[config.mk]
export PLATFORM = sky130hd
export DESIGN_NAME = spi_adc_init_and_poll_sequencer
export DESIGN_NICKNAME = d
export VERILOG_FILES = /design/src/rtl/spiadc_pkg.sv /design/src/rtl/spiadc_in_reg.sv /design/src/rtl/spiadc_seq.sv /design/src/rtl/spiadc_out_reg.sv /design/src/rtl/spi_adc_init_and_poll_sequencer.sv
export VERILOG_INCLUDE_DIRS = /design/src /design/src/rtl
export SDC_FILE = /design/constraint.sdc
export NUM_CORES = 1
export LEC_CHECK = 0
export ABC_AREA = 1
export BUFFER_PORTS_ARGS = -buffer_cell sky130_fd_sc_hd__buf_2
export CAP_MARGIN = 20
export CORE_MARGIN = 1.5
export CORE_UTILIZATION = 50
export CTS_CLUSTER_SIZE = 30
export DETAILED_ROUTE_END_ITERATION = 8
export MAX_ROUTING_LAYER = met4
export PLACE_DENSITY = 0.71
export SLEW_MARGIN = 20
export SYNTH_ARGS = -nofsm -noshare
export SYNTH_HDL_FRONTEND = slang
export SYNTH_SLANG_ARGS = --single-unit
[constraint.sdc]
create_clock -name clk -period 2.3 [get_ports clk]
set_clock_uncertainty 0.05 [all_clocks]
set_input_delay 0.345 -clock clk [delete_from_list [all_inputs] [get_ports clk]]
set_output_delay 0.345 -clock clk [all_outputs]
set_load 0.02 [all_outputs]
[src/rtl/spi_adc_init_and_poll_sequencer_macros.svh]
// Assertion macros shared by the sequencer RTL.
`ifndef SPI_ADC_INIT_AND_POLL_SEQUENCER_MACROS_SVH
`define SPI_ADC_INIT_AND_POLL_SEQUENCER_MACROS_SVH

// Same-cycle implication, sampled on clk, off during reset.
`define SPIADC_ASSERT_NOW(label, ante, cons) \
    label: assert property (@(posedge clk) disable iff (!rst_n) (ante) |-> (cons)) \
        else $error("spiadc assertion failed");

// Next-cycle implication, sampled on clk, off during reset.
`define SPIADC_ASSERT_NEXT(label, ante, cons) \
    label: assert property (@(posedge clk) disable iff (!rst_n) (ante) |=> (cons)) \
        else $error("spiadc assertion failed");

`endif

[src/rtl/spiadc_pkg.sv]
`timescale 1ns / 1ps

package spiadc_pkg;

    // Slot kinds on the input stream
    localparam logic [1:0] ACT_SLOT = 2'd0;
    localparam logic [1:0] ACT_INIT = 2'd1;
    localparam logic [1:0] ACT_POLL = 2'd2;

    // Configuration register indexes
    localparam logic [1:0] CFG_ADC_CONFIG = 2'd0;
    localparam logic [1:0] CFG_CYCLE      = 2'd1;
    localparam logic [1:0] CFG_MASK       = 2'd2;
    localparam logic [1:0] CFG_CONTROL    = 2'd3;

    localparam logic [23:0] RST_ADC_CONFIG = 24'h010011;
    localparam logic [23:0] RST_CYCLE      = 24'd244;
    localparam logic [23:0] RST_MASK       = 24'h800000;
    localparam logic [23:0] RST_CONTROL    = 24'h000004;

    // Program kinds
    localparam logic KIND_INIT = 1'b0;
    localparam logic KIND_POLL = 1'b1;

    // Init program steps
    localparam logic [4:0] INIT_WR_STATUS = 5'd9;
    localparam logic [4:0] INIT_WR_CONFIG = 5'd10;
    localparam logic [4:0] INIT_WR_CYCLE  = 5'd11;
    localparam logic [4:0] INIT_WR_MASK   = 5'd12;
    localparam logic [4:0] INIT_WR_CTRL   = 5'd13;
    localparam logic [4:0] INIT_LAST      = 5'd14;

    // Poll program steps
    localparam logic [4:0] POLL_STATUS = 5'd0;
    localparam logic [4:0] POLL_RAW    = 5'd1;
    localparam logic [4:0] POLL_FILT1  = 5'd2;
    localparam logic [4:0] POLL_FILT2  = 5'd3;
    localparam logic [4:0] POLL_CLEAR  = 5'd4;

    // Converter register addresses
    localparam logic [4:0] ADDR_CONFIG  = 5'd0;
    localparam logic [4:0] ADDR_CH1_RAW = 5'd7;
    localparam logic [4:0] ADDR_CH1_FLT = 5'd11;
    localparam logic [4:0] ADDR_CH2_FLT = 5'd12;
    localparam logic [4:0] ADDR_STATUS  = 5'd15;
    localparam logic [4:0] ADDR_CYCLE   = 5'd5;
    localparam logic [4:0] ADDR_MASK    = 5'd26;
    localparam logic [4:0] ADDR_CONTROL = 5'd28;

    localparam logic [7:0]  CMD_START_CONV = 8'hE8;
    localparam logic [23:0] STATUS_ALL     = 24'hFFFFFF;
    localparam logic [23:0] STATUS_DRDY    = 24'h800000;
    localparam logic [23:0] SYNC0_FILL     = 24'hFEFEFE;

    localparam logic [5:0] CMD_BITS   = 6'd8;
    localparam logic [5:0] FRAME_BITS = 6'd32;

    typedef enum logic [2:0] {
        TX_CMD   = 3'b001,
        TX_READ  = 3'b010,
        TX_WRITE = 3'b100
    } tx_kind_t;

    typedef struct packed {
        logic [1:0] action;
        logic       dout_bit;
    } item_t;

    typedef struct packed {
        logic        chip_select_n;
        logic        data_in_bit;
        logic        clock_pulse;
        logic        sample_valid;
        logic        sample_channel;
        logic [23:0] sample_value;
        logic        busy_res;
    } res_t;

    typedef struct packed {
        logic running;
        logic bit_zero;
    } stat_t;

    function automatic logic [7:0] init_cmd(input logic [3:0] step);
        logic [7:0] cmd;
        case (step)
            4'd0:    cmd = 8'hA0;
            4'd1:    cmd = 8'h80;
            4'd5:    cmd = 8'hFE;
            default: cmd = 8'hFF;
        endcase
        return cmd;
    endfunction

    function automatic logic [31:0] read_frame(input logic [4:0] addr);
        return {2'b00, addr, 1'b0, SYNC0_FILL};
    endfunction

    function automatic logic [31:0] write_frame(input logic [4:0] addr,
                                                input logic [23:0] value);
        return {2'b01, addr, 1'b0, value};
    endfunction

endpackage

[src/rtl/spiadc_in_reg.sv]
`timescale 1ns / 1ps

module spiadc_in_reg (
    input  logic                clk,
    input  logic                rst_n,
    input  logic                s_tvalid,
    output logic                s_tready,
    input  logic [7:0]          s_tdata,   // [0] dout_bit, [7:1] zero
    input  logic [1:0]          s_tuser,   // [1:0] action
    input  logic                advance,
    output logic                item_vld,
    output spiadc_pkg::item_t   item
);

    logic              vld_reg;
    spiadc_pkg::item_t item_reg;

    assign s_tready = !vld_reg || advance;
    assign item_vld = vld_reg;
    assign item     = item_reg;

    always_ff @(posedge clk or negedge rst_n)
    begin
        if (!rst_n)
        begin
            vld_reg <= 1'b0;
        end
        else if (s_tready)
        begin
            vld_reg <= s_tvalid;
        end
    end

    always_ff @(posedge clk)
    begin
        if (s_tready && s_tvalid)
        begin
            item_reg.action   <= s_tuser;
            item_reg.dout_bit <= s_tdata[0];
        end
    end

endmodule

[src/rtl/spiadc_seq.sv]
`timescale 1ns / 1ps

module spiadc_seq (
    input  logic               clk,
    input  logic               rst_n,
    input  logic               cfg_we,
    input  logic [1:0]         cfg_addr,
    input  logic [23:0]        cfg_wdata,
    input  logic               fire,
    input  spiadc_pkg::item_t  item,
    output spiadc_pkg::res_t   res,
    output spiadc_pkg::stat_t  stat
);

    logic [23:0] adc_cfg_reg;
    logic [23:0] cycle_reg;
    logic [23:0] mask_reg;
    logic [23:0] ctrl_reg;

    logic [4:0]  step_reg,    step_next;
    logic        kind_reg,    kind_next;
    logic [5:0]  bitcnt_reg,  bitcnt_next;
    logic [31:0] shout_reg,   shout_next;
    logic [23:0] shin_reg,    shin_next;
    logic        running_reg, running_next;

    spiadc_pkg::tx_kind_t tx_kind;
    logic [31:0]          frame;
    logic [23:0]          wr_value;
    logic [5:0]           tx_len;

    assign stat.running  = running_reg;
    assign stat.bit_zero = (bitcnt_reg == 6'd0);

    // Configuration registers
    always_ff @(posedge clk or negedge rst_n)
    begin
        if (!rst_n)
        begin
            adc_cfg_reg <= spiadc_pkg::RST_ADC_CONFIG;
            cycle_reg   <= spiadc_pkg::RST_CYCLE;
            mask_reg    <= spiadc_pkg::RST_MASK;
            ctrl_reg    <= spiadc_pkg::RST_CONTROL;
        end
        else if (cfg_we)
        begin
            case (cfg_addr)
                spiadc_pkg::CFG_ADC_CONFIG: adc_cfg_reg <= cfg_wdata;
                spiadc_pkg::CFG_CYCLE:      cycle_reg   <= cfg_wdata;
                spiadc_pkg::CFG_MASK:       mask_reg    <= cfg_wdata;
                spiadc_pkg::CFG_CONTROL:    ctrl_reg    <= cfg_wdata;
                default:                    ;
            endcase
        end
    end

    // Frame for the current program step
    always_comb
    begin
        case (step_reg)
            spiadc_pkg::INIT_WR_STATUS: wr_value = spiadc_pkg::STATUS_ALL;
            spiadc_pkg::INIT_WR_CONFIG: wr_value = adc_cfg_reg;
            spiadc_pkg::INIT_WR_CYCLE:  wr_value = cycle_reg;
            spiadc_pkg::INIT_WR_MASK:   wr_value = mask_reg;
            default:                    wr_value = ctrl_reg;
        endcase

        if (kind_reg == spiadc_pkg::KIND_INIT)
        begin
            if (step_reg < spiadc_pkg::INIT_WR_STATUS)
            begin
                tx_kind = spiadc_pkg::TX_CMD;
                frame   = {spiadc_pkg::init_cmd(step_reg[3:0]), 24'd0};
            end
            else if (step_reg < spiadc_pkg::INIT_LAST)
            begin
                tx_kind = spiadc_pkg::TX_WRITE;
                case (step_reg)
                    spiadc_pkg::INIT_WR_STATUS:
                        frame = spiadc_pkg::write_frame(spiadc_pkg::ADDR_STATUS, wr_value);
                    spiadc_pkg::INIT_WR_CONFIG:
                        frame = spiadc_pkg::write_frame(spiadc_pkg::ADDR_CONFIG, wr_value);
                    spiadc_pkg::INIT_WR_CYCLE:
                        frame = spiadc_pkg::write_frame(spiadc_pkg::ADDR_CYCLE, wr_value);
                    spiadc_pkg::INIT_WR_MASK:
                        frame = spiadc_pkg::write_frame(spiadc_pkg::ADDR_MASK, wr_value);
                    default:
                        frame = spiadc_pkg::write_frame(spiadc_pkg::ADDR_CONTROL, wr_value);
                endcase
            end
            else
            begin
                tx_kind = spiadc_pkg::TX_CMD;
                frame   = {spiadc_pkg::CMD_START_CONV, 24'd0};
            end
        end
        else
        begin
            tx_kind = spiadc_pkg::TX_READ;
            case (step_reg)
                spiadc_pkg::POLL_STATUS:
                    frame = spiadc_pkg::read_frame(spiadc_pkg::ADDR_STATUS);
                spiadc_pkg::POLL_RAW:
                    frame = spiadc_pkg::read_frame(spiadc_pkg::ADDR_CH1_RAW);
                spiadc_pkg::POLL_FILT1:
                    frame = spiadc_pkg::read_frame(spiadc_pkg::ADDR_CH1_FLT);
                spiadc_pkg::POLL_FILT2:
                    frame = spiadc_pkg::read_frame(spiadc_pkg::ADDR_CH2_FLT);
                default:
                begin
                    tx_kind = spiadc_pkg::TX_WRITE;
                    frame   = spiadc_pkg::write_frame(spiadc_pkg::ADDR_STATUS,
                                                      spiadc_pkg::STATUS_DRDY);
                end
            endcase
        end

        tx_len = (tx_kind == spiadc_pkg::TX_CMD) ? spiadc_pkg::CMD_BITS
                                                 : spiadc_pkg::FRAME_BITS;
    end

    // Slot evaluation
    always_comb
    begin
        step_next    = step_reg;
        kind_next    = kind_reg;
        bitcnt_next  = bitcnt_reg;
        shout_next   = shout_reg;
        shin_next    = shin_reg;
        running_next = running_reg;

        res.chip_select_n  = 1'b1;
        res.data_in_bit    = 1'b0;
        res.clock_pulse    = 1'b0;
        res.sample_valid   = 1'b0;
        res.sample_channel = 1'b0;
        res.sample_value   = 24'd0;
        res.busy_res       = 1'b0;

        if (!running_reg)
        begin
            if (item.action == spiadc_pkg::ACT_INIT || item.action == spiadc_pkg::ACT_POLL)
            begin
                running_next = 1'b1;
                kind_next    = (item.action == spiadc_pkg::ACT_POLL);
                step_next    = 5'd0;
                bitcnt_next  = 6'd0;
                shin_next    = 24'd0;
                res.busy_res = 1'b1;
            end
        end
        else
        begin
            res.busy_res = 1'b1;
            if (bitcnt_reg == 6'd0)
            begin
                shout_next  = frame;
                shin_next   = 24'd0;
                bitcnt_next = 6'd1;
            end
            else
            begin
                res.chip_select_n = 1'b0;
                res.clock_pulse   = 1'b1;
                res.data_in_bit   = shout_reg[31];
                shout_next        = {shout_reg[30:0], 1'b0};
                if (tx_kind == spiadc_pkg::TX_READ && bitcnt_reg > spiadc_pkg::CMD_BITS)
                begin
                    shin_next = {shin_reg[22:0], item.dout_bit};
                end
                if (bitcnt_reg >= tx_len)
                begin
                    bitcnt_next = 6'd0;
                    if (kind_reg == spiadc_pkg::KIND_INIT)
                    begin
                        if (step_reg >= spiadc_pkg::INIT_LAST)
                        begin
                            running_next = 1'b0;
                        end
                        else
                        begin
                            step_next = step_reg + 5'd1;
                        end
                    end
                    else
                    begin
                        case (step_reg)
                            spiadc_pkg::POLL_STATUS:
                            begin
                                if (shin_next[23])
                                begin
                                    step_next = spiadc_pkg::POLL_RAW;
                                end
                                else
                                begin
                                    running_next = 1'b0;
                                end
                            end
                            spiadc_pkg::POLL_RAW:
                            begin
                                if (shin_next[23])
                                begin
                                    res.sample_valid = 1'b1;
                                    step_next        = spiadc_pkg::POLL_FILT2;
                                end
                                else
                                begin
                                    step_next = spiadc_pkg::POLL_FILT1;
                                end
                            end
                            spiadc_pkg::POLL_FILT1:
                            begin
                                res.sample_valid = 1'b1;
                                res.sample_value = shin_next;
                                step_next        = spiadc_pkg::POLL_FILT2;
                            end
                            spiadc_pkg::POLL_FILT2:
                            begin
                                res.sample_valid   = 1'b1;
                                res.sample_channel = 1'b1;
                                res.sample_value   = shin_next;
                                step_next          = spiadc_pkg::POLL_CLEAR;
                            end
                            default:
                            begin
                                running_next = 1'b0;
                            end
                        endcase
                    end
                end
                else
                begin
                    bitcnt_next = bitcnt_reg + 6'd1;
                end
            end
        end
    end

    always_ff @(posedge clk or negedge rst_n)
    begin
        if (!rst_n)
        begin
            step_reg    <= 5'd0;
            kind_reg    <= 1'b0;
            bitcnt_reg  <= 6'd0;
            shout_reg   <= 32'd0;
            shin_reg    <= 24'd0;
            running_reg <= 1'b0;
        end
        else if (fire)
        begin
            step_reg    <= step_next;
            kind_reg    <= kind_next;
            bitcnt_reg  <= bitcnt_next;
            shout_reg   <= shout_next;
            shin_reg    <= shin_next;
            running_reg <= running_next;
        end
    end

endmodule

[src/rtl/spiadc_out_reg.sv]
`timescale 1ns / 1ps

module spiadc_out_reg (
    input  logic              clk,
    input  logic              rst_n,
    input  logic              load,
    input  spiadc_pkg::res_t  res,
    output logic              advance,
    output logic              m_tvalid,
    input  logic              m_tready,
    output logic [31:0]       m_tdata,
    output logic [0:0]        m_tuser
);

    logic             vld_reg;
    spiadc_pkg::res_t res_reg;

    assign advance  = !vld_reg || m_tready;
    assign m_tvalid = vld_reg;
    assign m_tdata  = {3'd0, res_reg.busy_res, res_reg.sample_value, res_reg.sample_valid,
                       res_reg.clock_pulse, res_reg.data_in_bit, res_reg.chip_select_n};
    assign m_tuser  = res_reg.sample_channel;

    always_ff @(posedge clk or negedge rst_n)
    begin
        if (!rst_n)
        begin
            vld_reg <= 1'b0;
        end
        else if (advance)
        begin
            vld_reg <= load;
        end
    end

    // Hold the result until its transfer completes
    always_ff @(posedge clk)
    begin
        if (load)
        begin
            res_reg <= res;
        end
    end

endmodule

[src/rtl/spi_adc_init_and_poll_sequencer.sv]
`timescale 1ns / 1ps
// Serial ADC init and poll sequencer. Each input transfer is one bit slot (or a
// start request for the init or poll program) and yields exactly one output
// transfer with chip select, data-in, clock pulse, busy and any finished sample.
// An input register and a result register bracket the sequencer logic, so each
// item is registered in both on its way from input transfer to result, and
// throughput is one item per clock while the output side is ready.
// Write configuration only while no program runs and no item is in flight; a write
// takes effect at the next edge.

module spi_adc_init_and_poll_sequencer (
    input  logic        clk,
    input  logic        rst_n,
    input  logic        s_tvalid,
    output logic        s_tready,
    input  logic [7:0]  s_tdata,   // [0] dout_bit, [7:1] zero
    input  logic [1:0]  s_tuser,   // [1:0] action
    output logic        m_tvalid,
    input  logic        m_tready,
    output logic [31:0] m_tdata,   // [0] chip_select_n, [1] data_in_bit, [2] clock_pulse,
                                   // [3] sample_valid, [27:4] sample_value, [28] busy_res
    output logic [0:0]  m_tuser,   // [0] sample_channel
    input  logic        cfg_we,
    input  logic [1:0]  cfg_addr,
    input  logic [23:0] cfg_wdata
);

`include "spi_adc_init_and_poll_sequencer_macros.svh"

    logic              advance;
    logic              item_vld;
    logic              fire;
    spiadc_pkg::item_t item;
    spiadc_pkg::res_t  res;
    spiadc_pkg::stat_t stat;

    assign fire = item_vld && advance;

    spiadc_in_reg u_in (
        .clk      (clk),
        .rst_n    (rst_n),
        .s_tvalid (s_tvalid),
        .s_tready (s_tready),
        .s_tdata  (s_tdata),
        .s_tuser  (s_tuser),
        .advance  (advance),
        .item_vld (item_vld),
        .item     (item)
    );

    spiadc_seq u_seq (
        .clk       (clk),
        .rst_n     (rst_n),
        .cfg_we    (cfg_we),
        .cfg_addr  (cfg_addr),
        .cfg_wdata (cfg_wdata),
        .fire      (fire),
        .item      (item),
        .res       (res),
        .stat      (stat)
    );

    spiadc_out_reg u_out (
        .clk      (clk),
        .rst_n    (rst_n),
        .load     (fire),
        .res      (res),
        .advance  (advance),
        .m_tvalid (m_tvalid),
        .m_tready (m_tready),
        .m_tdata  (m_tdata),
        .m_tuser  (m_tuser)
    );

    `SPIADC_ASSERT_NOW(a_idle_bit_zero, !stat.running, stat.bit_zero)
    `SPIADC_ASSERT_NOW(a_clk_selected, m_tvalid && m_tdata[2], !m_tdata[0] && m_tdata[28])
    `SPIADC_ASSERT_NEXT(a_start_runs, fire && !stat.running && (item.action == spiadc_pkg::ACT_INIT || item.action == spiadc_pkg::ACT_POLL), stat.running && stat.bit_zero)

endmodule
==> impl_metrics.csv <==
group,metric,value,unit
outcome,outcome,"completed",
setup_path,start_kind,"flop",
logic_synthesis,ys_seq_area_frac,0.5369,
setup_path,cp_top_family,"simple AND/OR/NAND/NOR gates",
sta,maxSlewViolCount,0,
routing,vias,7424,
sta,fin_crit,2.287,ns
global_routing,grt_start_max_net_pins,55,
placed_design,place_congestion,0.8924,
logic_synthesis,synth_cell_types,51,
sta,rsz0062_at_grt,"true",
floorplanning,die-area,20150,µm²
cts,cts_tree,"yes",
hold_path,hold_class,"input pin to flop",
floorplanning,core_area,18830,µm²
cts,cts-buffers-inserted,17,
sta,hold_violations,0,
global_routing,antenna_found_initial,0,
sta,slew_headroom,0.6440,
logic_synthesis,post_synth.cell_area_avg,9.012,µm²
cts,clk-insertion-delay-late,0.44,ns
finish,num-fill-cells,1621,
power,leakage,5.233,nW
placed_design,portBuffers,65,
setup_path,r2r-end,"u_seq.step_reg[2]$_DFFE_PN0P_",
setup_path,end_kind,"flop",
logic_synthesis,ys_ff_latch,200,
logic_synthesis,ys_warn_count,0,
setup_path,worst_path_max_delay_cell,"dfrtp_1",
setup_path,cp.buffers_inverters,3,
cts,cts_max_path_buffers,2,
power,vdd_drop_max,589.2,µV
finish,nNetsFinal,1200,
routing,routed_wirelength,20.79,mm
setup_path,cp.required,2.62,ns
finish,syn_to_final_growth,15.67,%
hold_path,hold_start,"s_tuser[1]",
floorplanning,rows,50,
finish,drive_above_1_share,0.2184,
sta,fin_crit_sh,0.9945,
setup_path,crit_chain,"inv_2 -> nand3_2 -> nand2_2 -> nor2_4 -> nor2_2 -> ha_1 -> nand2_1 -> o211ai_1 -> a21oi_2 -> buf_4 -> o21ai_2 -> buf_6 -> nand3_4 -> nor2_4 -> nand2_1 -> nand2_1",
floorplanning,initial_core_util,0.5126,
setup_path,slowest_delay,0.40,ns
setup_path,ff2ff_path_depth,16,
cts,clk_pin_slew_worst_paths,0.07,ns
setup_path,cp_num_cells,16,
floorplanning,die_h,141.9,µm
routing,drc,0,
cts,cts_sinks,200,
setup_path,crit_start,"u_seq.step_reg[2]$_DFFE_PN0P_",
finish,n_antenna_cell,0,
placed_design,hpwlAfterDp,13.44,mm
global_routing,grt_overflow,0,
sta,finalSetupTns,0,ns
finish,largest_register_ffs,32,
setup_path,crit_end,"u_seq.step_reg[2]$_DFFE_PN0P_",
sta,finalSetupViolCount,0,
logic_synthesis,synthTopCellsByArea,"dfrtp_1 41%, nand2_1 13%, edfxtp_1 10%",
setup_path,r2r_slack,0.01,ns
cts,clockRootBuffer,"clkbuf_16",
setup_path,crit_top_cell,"nand2_1",
routing,final_antenna_net_count,0,
global_routing,grt_pass1_wl,35.27,mm
sta,fmax,437.2,MHz
floorplanning,dieWidth,141.9,µm
routing,first_pass_iters,5,
power,power_density,1059,nW/µm²
setup_path,crit_fanout,5,
setup_path,rr_startpoint,"u_seq.step_reg[2]$_DFFE_PN0P_",
logic_synthesis,syn_inst,1071,
sta,tightest_slew,0.5325,ns
logic_synthesis,syn_area,9652,µm²
cts,cts.htree.levels,4,
floorplanning,ioPinCount,76,
global_routing,grt_use_total,0.2262,
placed_design,postPlaceCellArea,10460,µm²
routing,drtIter0Drc,495,
finish,stdcell_area,11160,µm²
routing,wire_per_inst,14.61,µm
global_routing,grt_pass1_vias,7313,
routing,post_drt_via_cell_ratio,5.217,
logic_synthesis,synth_top_area_frac,0.4071,
logic_synthesis,yosysTopAreaCell,"dfrtp_1",
setup_path,crit_arrival,2.61,ns
flow_run,maxCapViolCount,0,
setup_path,critPathKind,"flop to flop",
==> worst reg2reg max path, cell delays in order (launching register included) <==
cell and delay (ns):
dfrtp_1 0.40, inv_2 0.06, nand3_2 0.08, nand2_2 0.07, nor2_4 0.14, nor2_2 0.07, ha_1 0.27, nand2_1 0.04
o211ai_1 0.21, a21oi_2 0.09, buf_4 0.14, o21ai_2 0.12, buf_6 0.13, nand3_4 0.07, nor2_4 0.16, nand2_1 0.07
nand2_1 0.07
==> cell usage after synthesis (all sizes together) <==
cell / number
xor2: 1
clkinv: 2
nand2: 344
nor3: 4
a211oi: 1
dfstp: 10
o22ai: 25
edfxtp: 33
a21oi: 14
or2: 2
o21ai: 138
o211ai: 11
ha: 9
o21bai: 1
o41ai: 1
nand4: 7
a31oi: 3
o21a: 18
dfrtp: 157
inv: 96
buf: 33
nor2: 50
xnor2: 1
conb: 1
and3: 1
o221ai: 23
a41oi: 1
nand3: 54
a22oi: 1
clkbuf: 29
==> cells by family after synthesis <==
family / Yosys count / share of synthesized area
AOI/OAI and AO/OA: 237 / 0.1681
xor gates and xnor gates: 2 / 0.001815
adders and majority gates: 9 / 0.01167
buffers and inverters: 160 / 0.07739
DFF: 200 / 0.5369
other: 1 / 0.0003885
and+or+nand+nor: 462 / 0.2037
==> power by group <==
group / total [W] / leakage (nW) / switching, W / internal [W]
clock network: 0.00282 / 0.270 / 0.00140 / 0.00142
logic: 0.00411 / 2.55 / 0.00254 / 0.00156
registers: 0.00490 / 2.41 / 0.000447 / 0.00445
==> layer usage <==
layer,track usage,wire length (µm),up-vias
met5,-,0,-
met4,0.06837,391,0
met3,0.03668,581,33
met2,0.3784,10310,129
met1,0.2843,9503,3569
li1,-,-,3693
==> how the worst min path moves through the flow <==
stage,slack [ns],endpoint,cells past startpoint
after floorplan,-0.0006,u_in.item_vld$_DFFE_PN0N_,0
after global placement,0.30,u_seq.ctrl_reg[11]$_DFFE_PN0P_,1
after detailed placement,0.30,u_seq.shout_reg[10]$_DFFE_PN0P_,1
after CTS,0.02,u_in.item[2]$_DFFE_PP_,1
after global routing,0.01,u_in.item[2]$_DFFE_PP_,1
final,0.03,u_in.item[2]$_DFFE_PP_,1
==> cells in the final DEF, fill, tap and decap left out, drive strengths merged, types with 19 or more instances in the layout <==
| master | netlist | layout |
|---|---|---|
| edfxtp | 33 | 33 |
| buf | 33 | 119 |
| o22ai | 25 | 25 |
| clkbuf | 29 | 19 |
| inv | 96 | 103 |
| nand2 | 344 | 344 |
| dfrtp | 157 | 157 |
| nor2 | 50 | 50 |
| o21ai | 138 | 138 |
| o221ai | 23 | 23 |
| nand3 | 54 | 54 |
==> layout make-up <==
| cell class | count | area, µm² | share of cell area |
|---|---|---|---|
| Clock buffer | 19 | 432.9 | 0.03878 |
| Clock inverter | 13 | 115.1 | 0.01031 |
| Inverter | 98 | 377.9 | 0.03384 |
| Multi-Input combinational cell | 713 | 3819 | 0.3420 |
| Sequential cell | 200 | 5182 | 0.4642 |
| Tap cell | 260 | 325.3 | 0.02914 |
| Timing Repair Buffer | 120 | 912.1 | 0.08170 |
==> per-stage QoR <==
step / std cells / power (W) / hold WS (ns) / setup WS, ns / util
floorplan: 1073 / 0.007826 / -0.0005911 / 0.005624 / -
global placement: 1385 / 0.008815 / 0.3014 / 0.01564 / 0.5554
CTS: 1422 / 0.01179 / 0.01799 / 0.002722 / 0.5881
finish: 1423 / 0.01182 / 0.03427 / 0.01255 / 0.5929
global route: 1423 / 0.01262 / 0.01457 / -0.1005 / 0.5929
detailed placement: 1385 / 0.008917 / 0.2990 / -0.007164 / 0.5554
==> timing repair <==
| action | CTS | global route |
|---|---|---|
| gates cloned | 1 | 0 |
| setup endpoints to repair | 24 | 54 |
| pin swaps | 4 | 6 |
| hold buffers | 1 | 0 |
| hold endpoints to repair | 46 | 0 |
| gates resized for setup | 5 | 18 |
| buffers inserted | 3 | 1 |
Note: power is estimated with default switching activity, not from simulation.
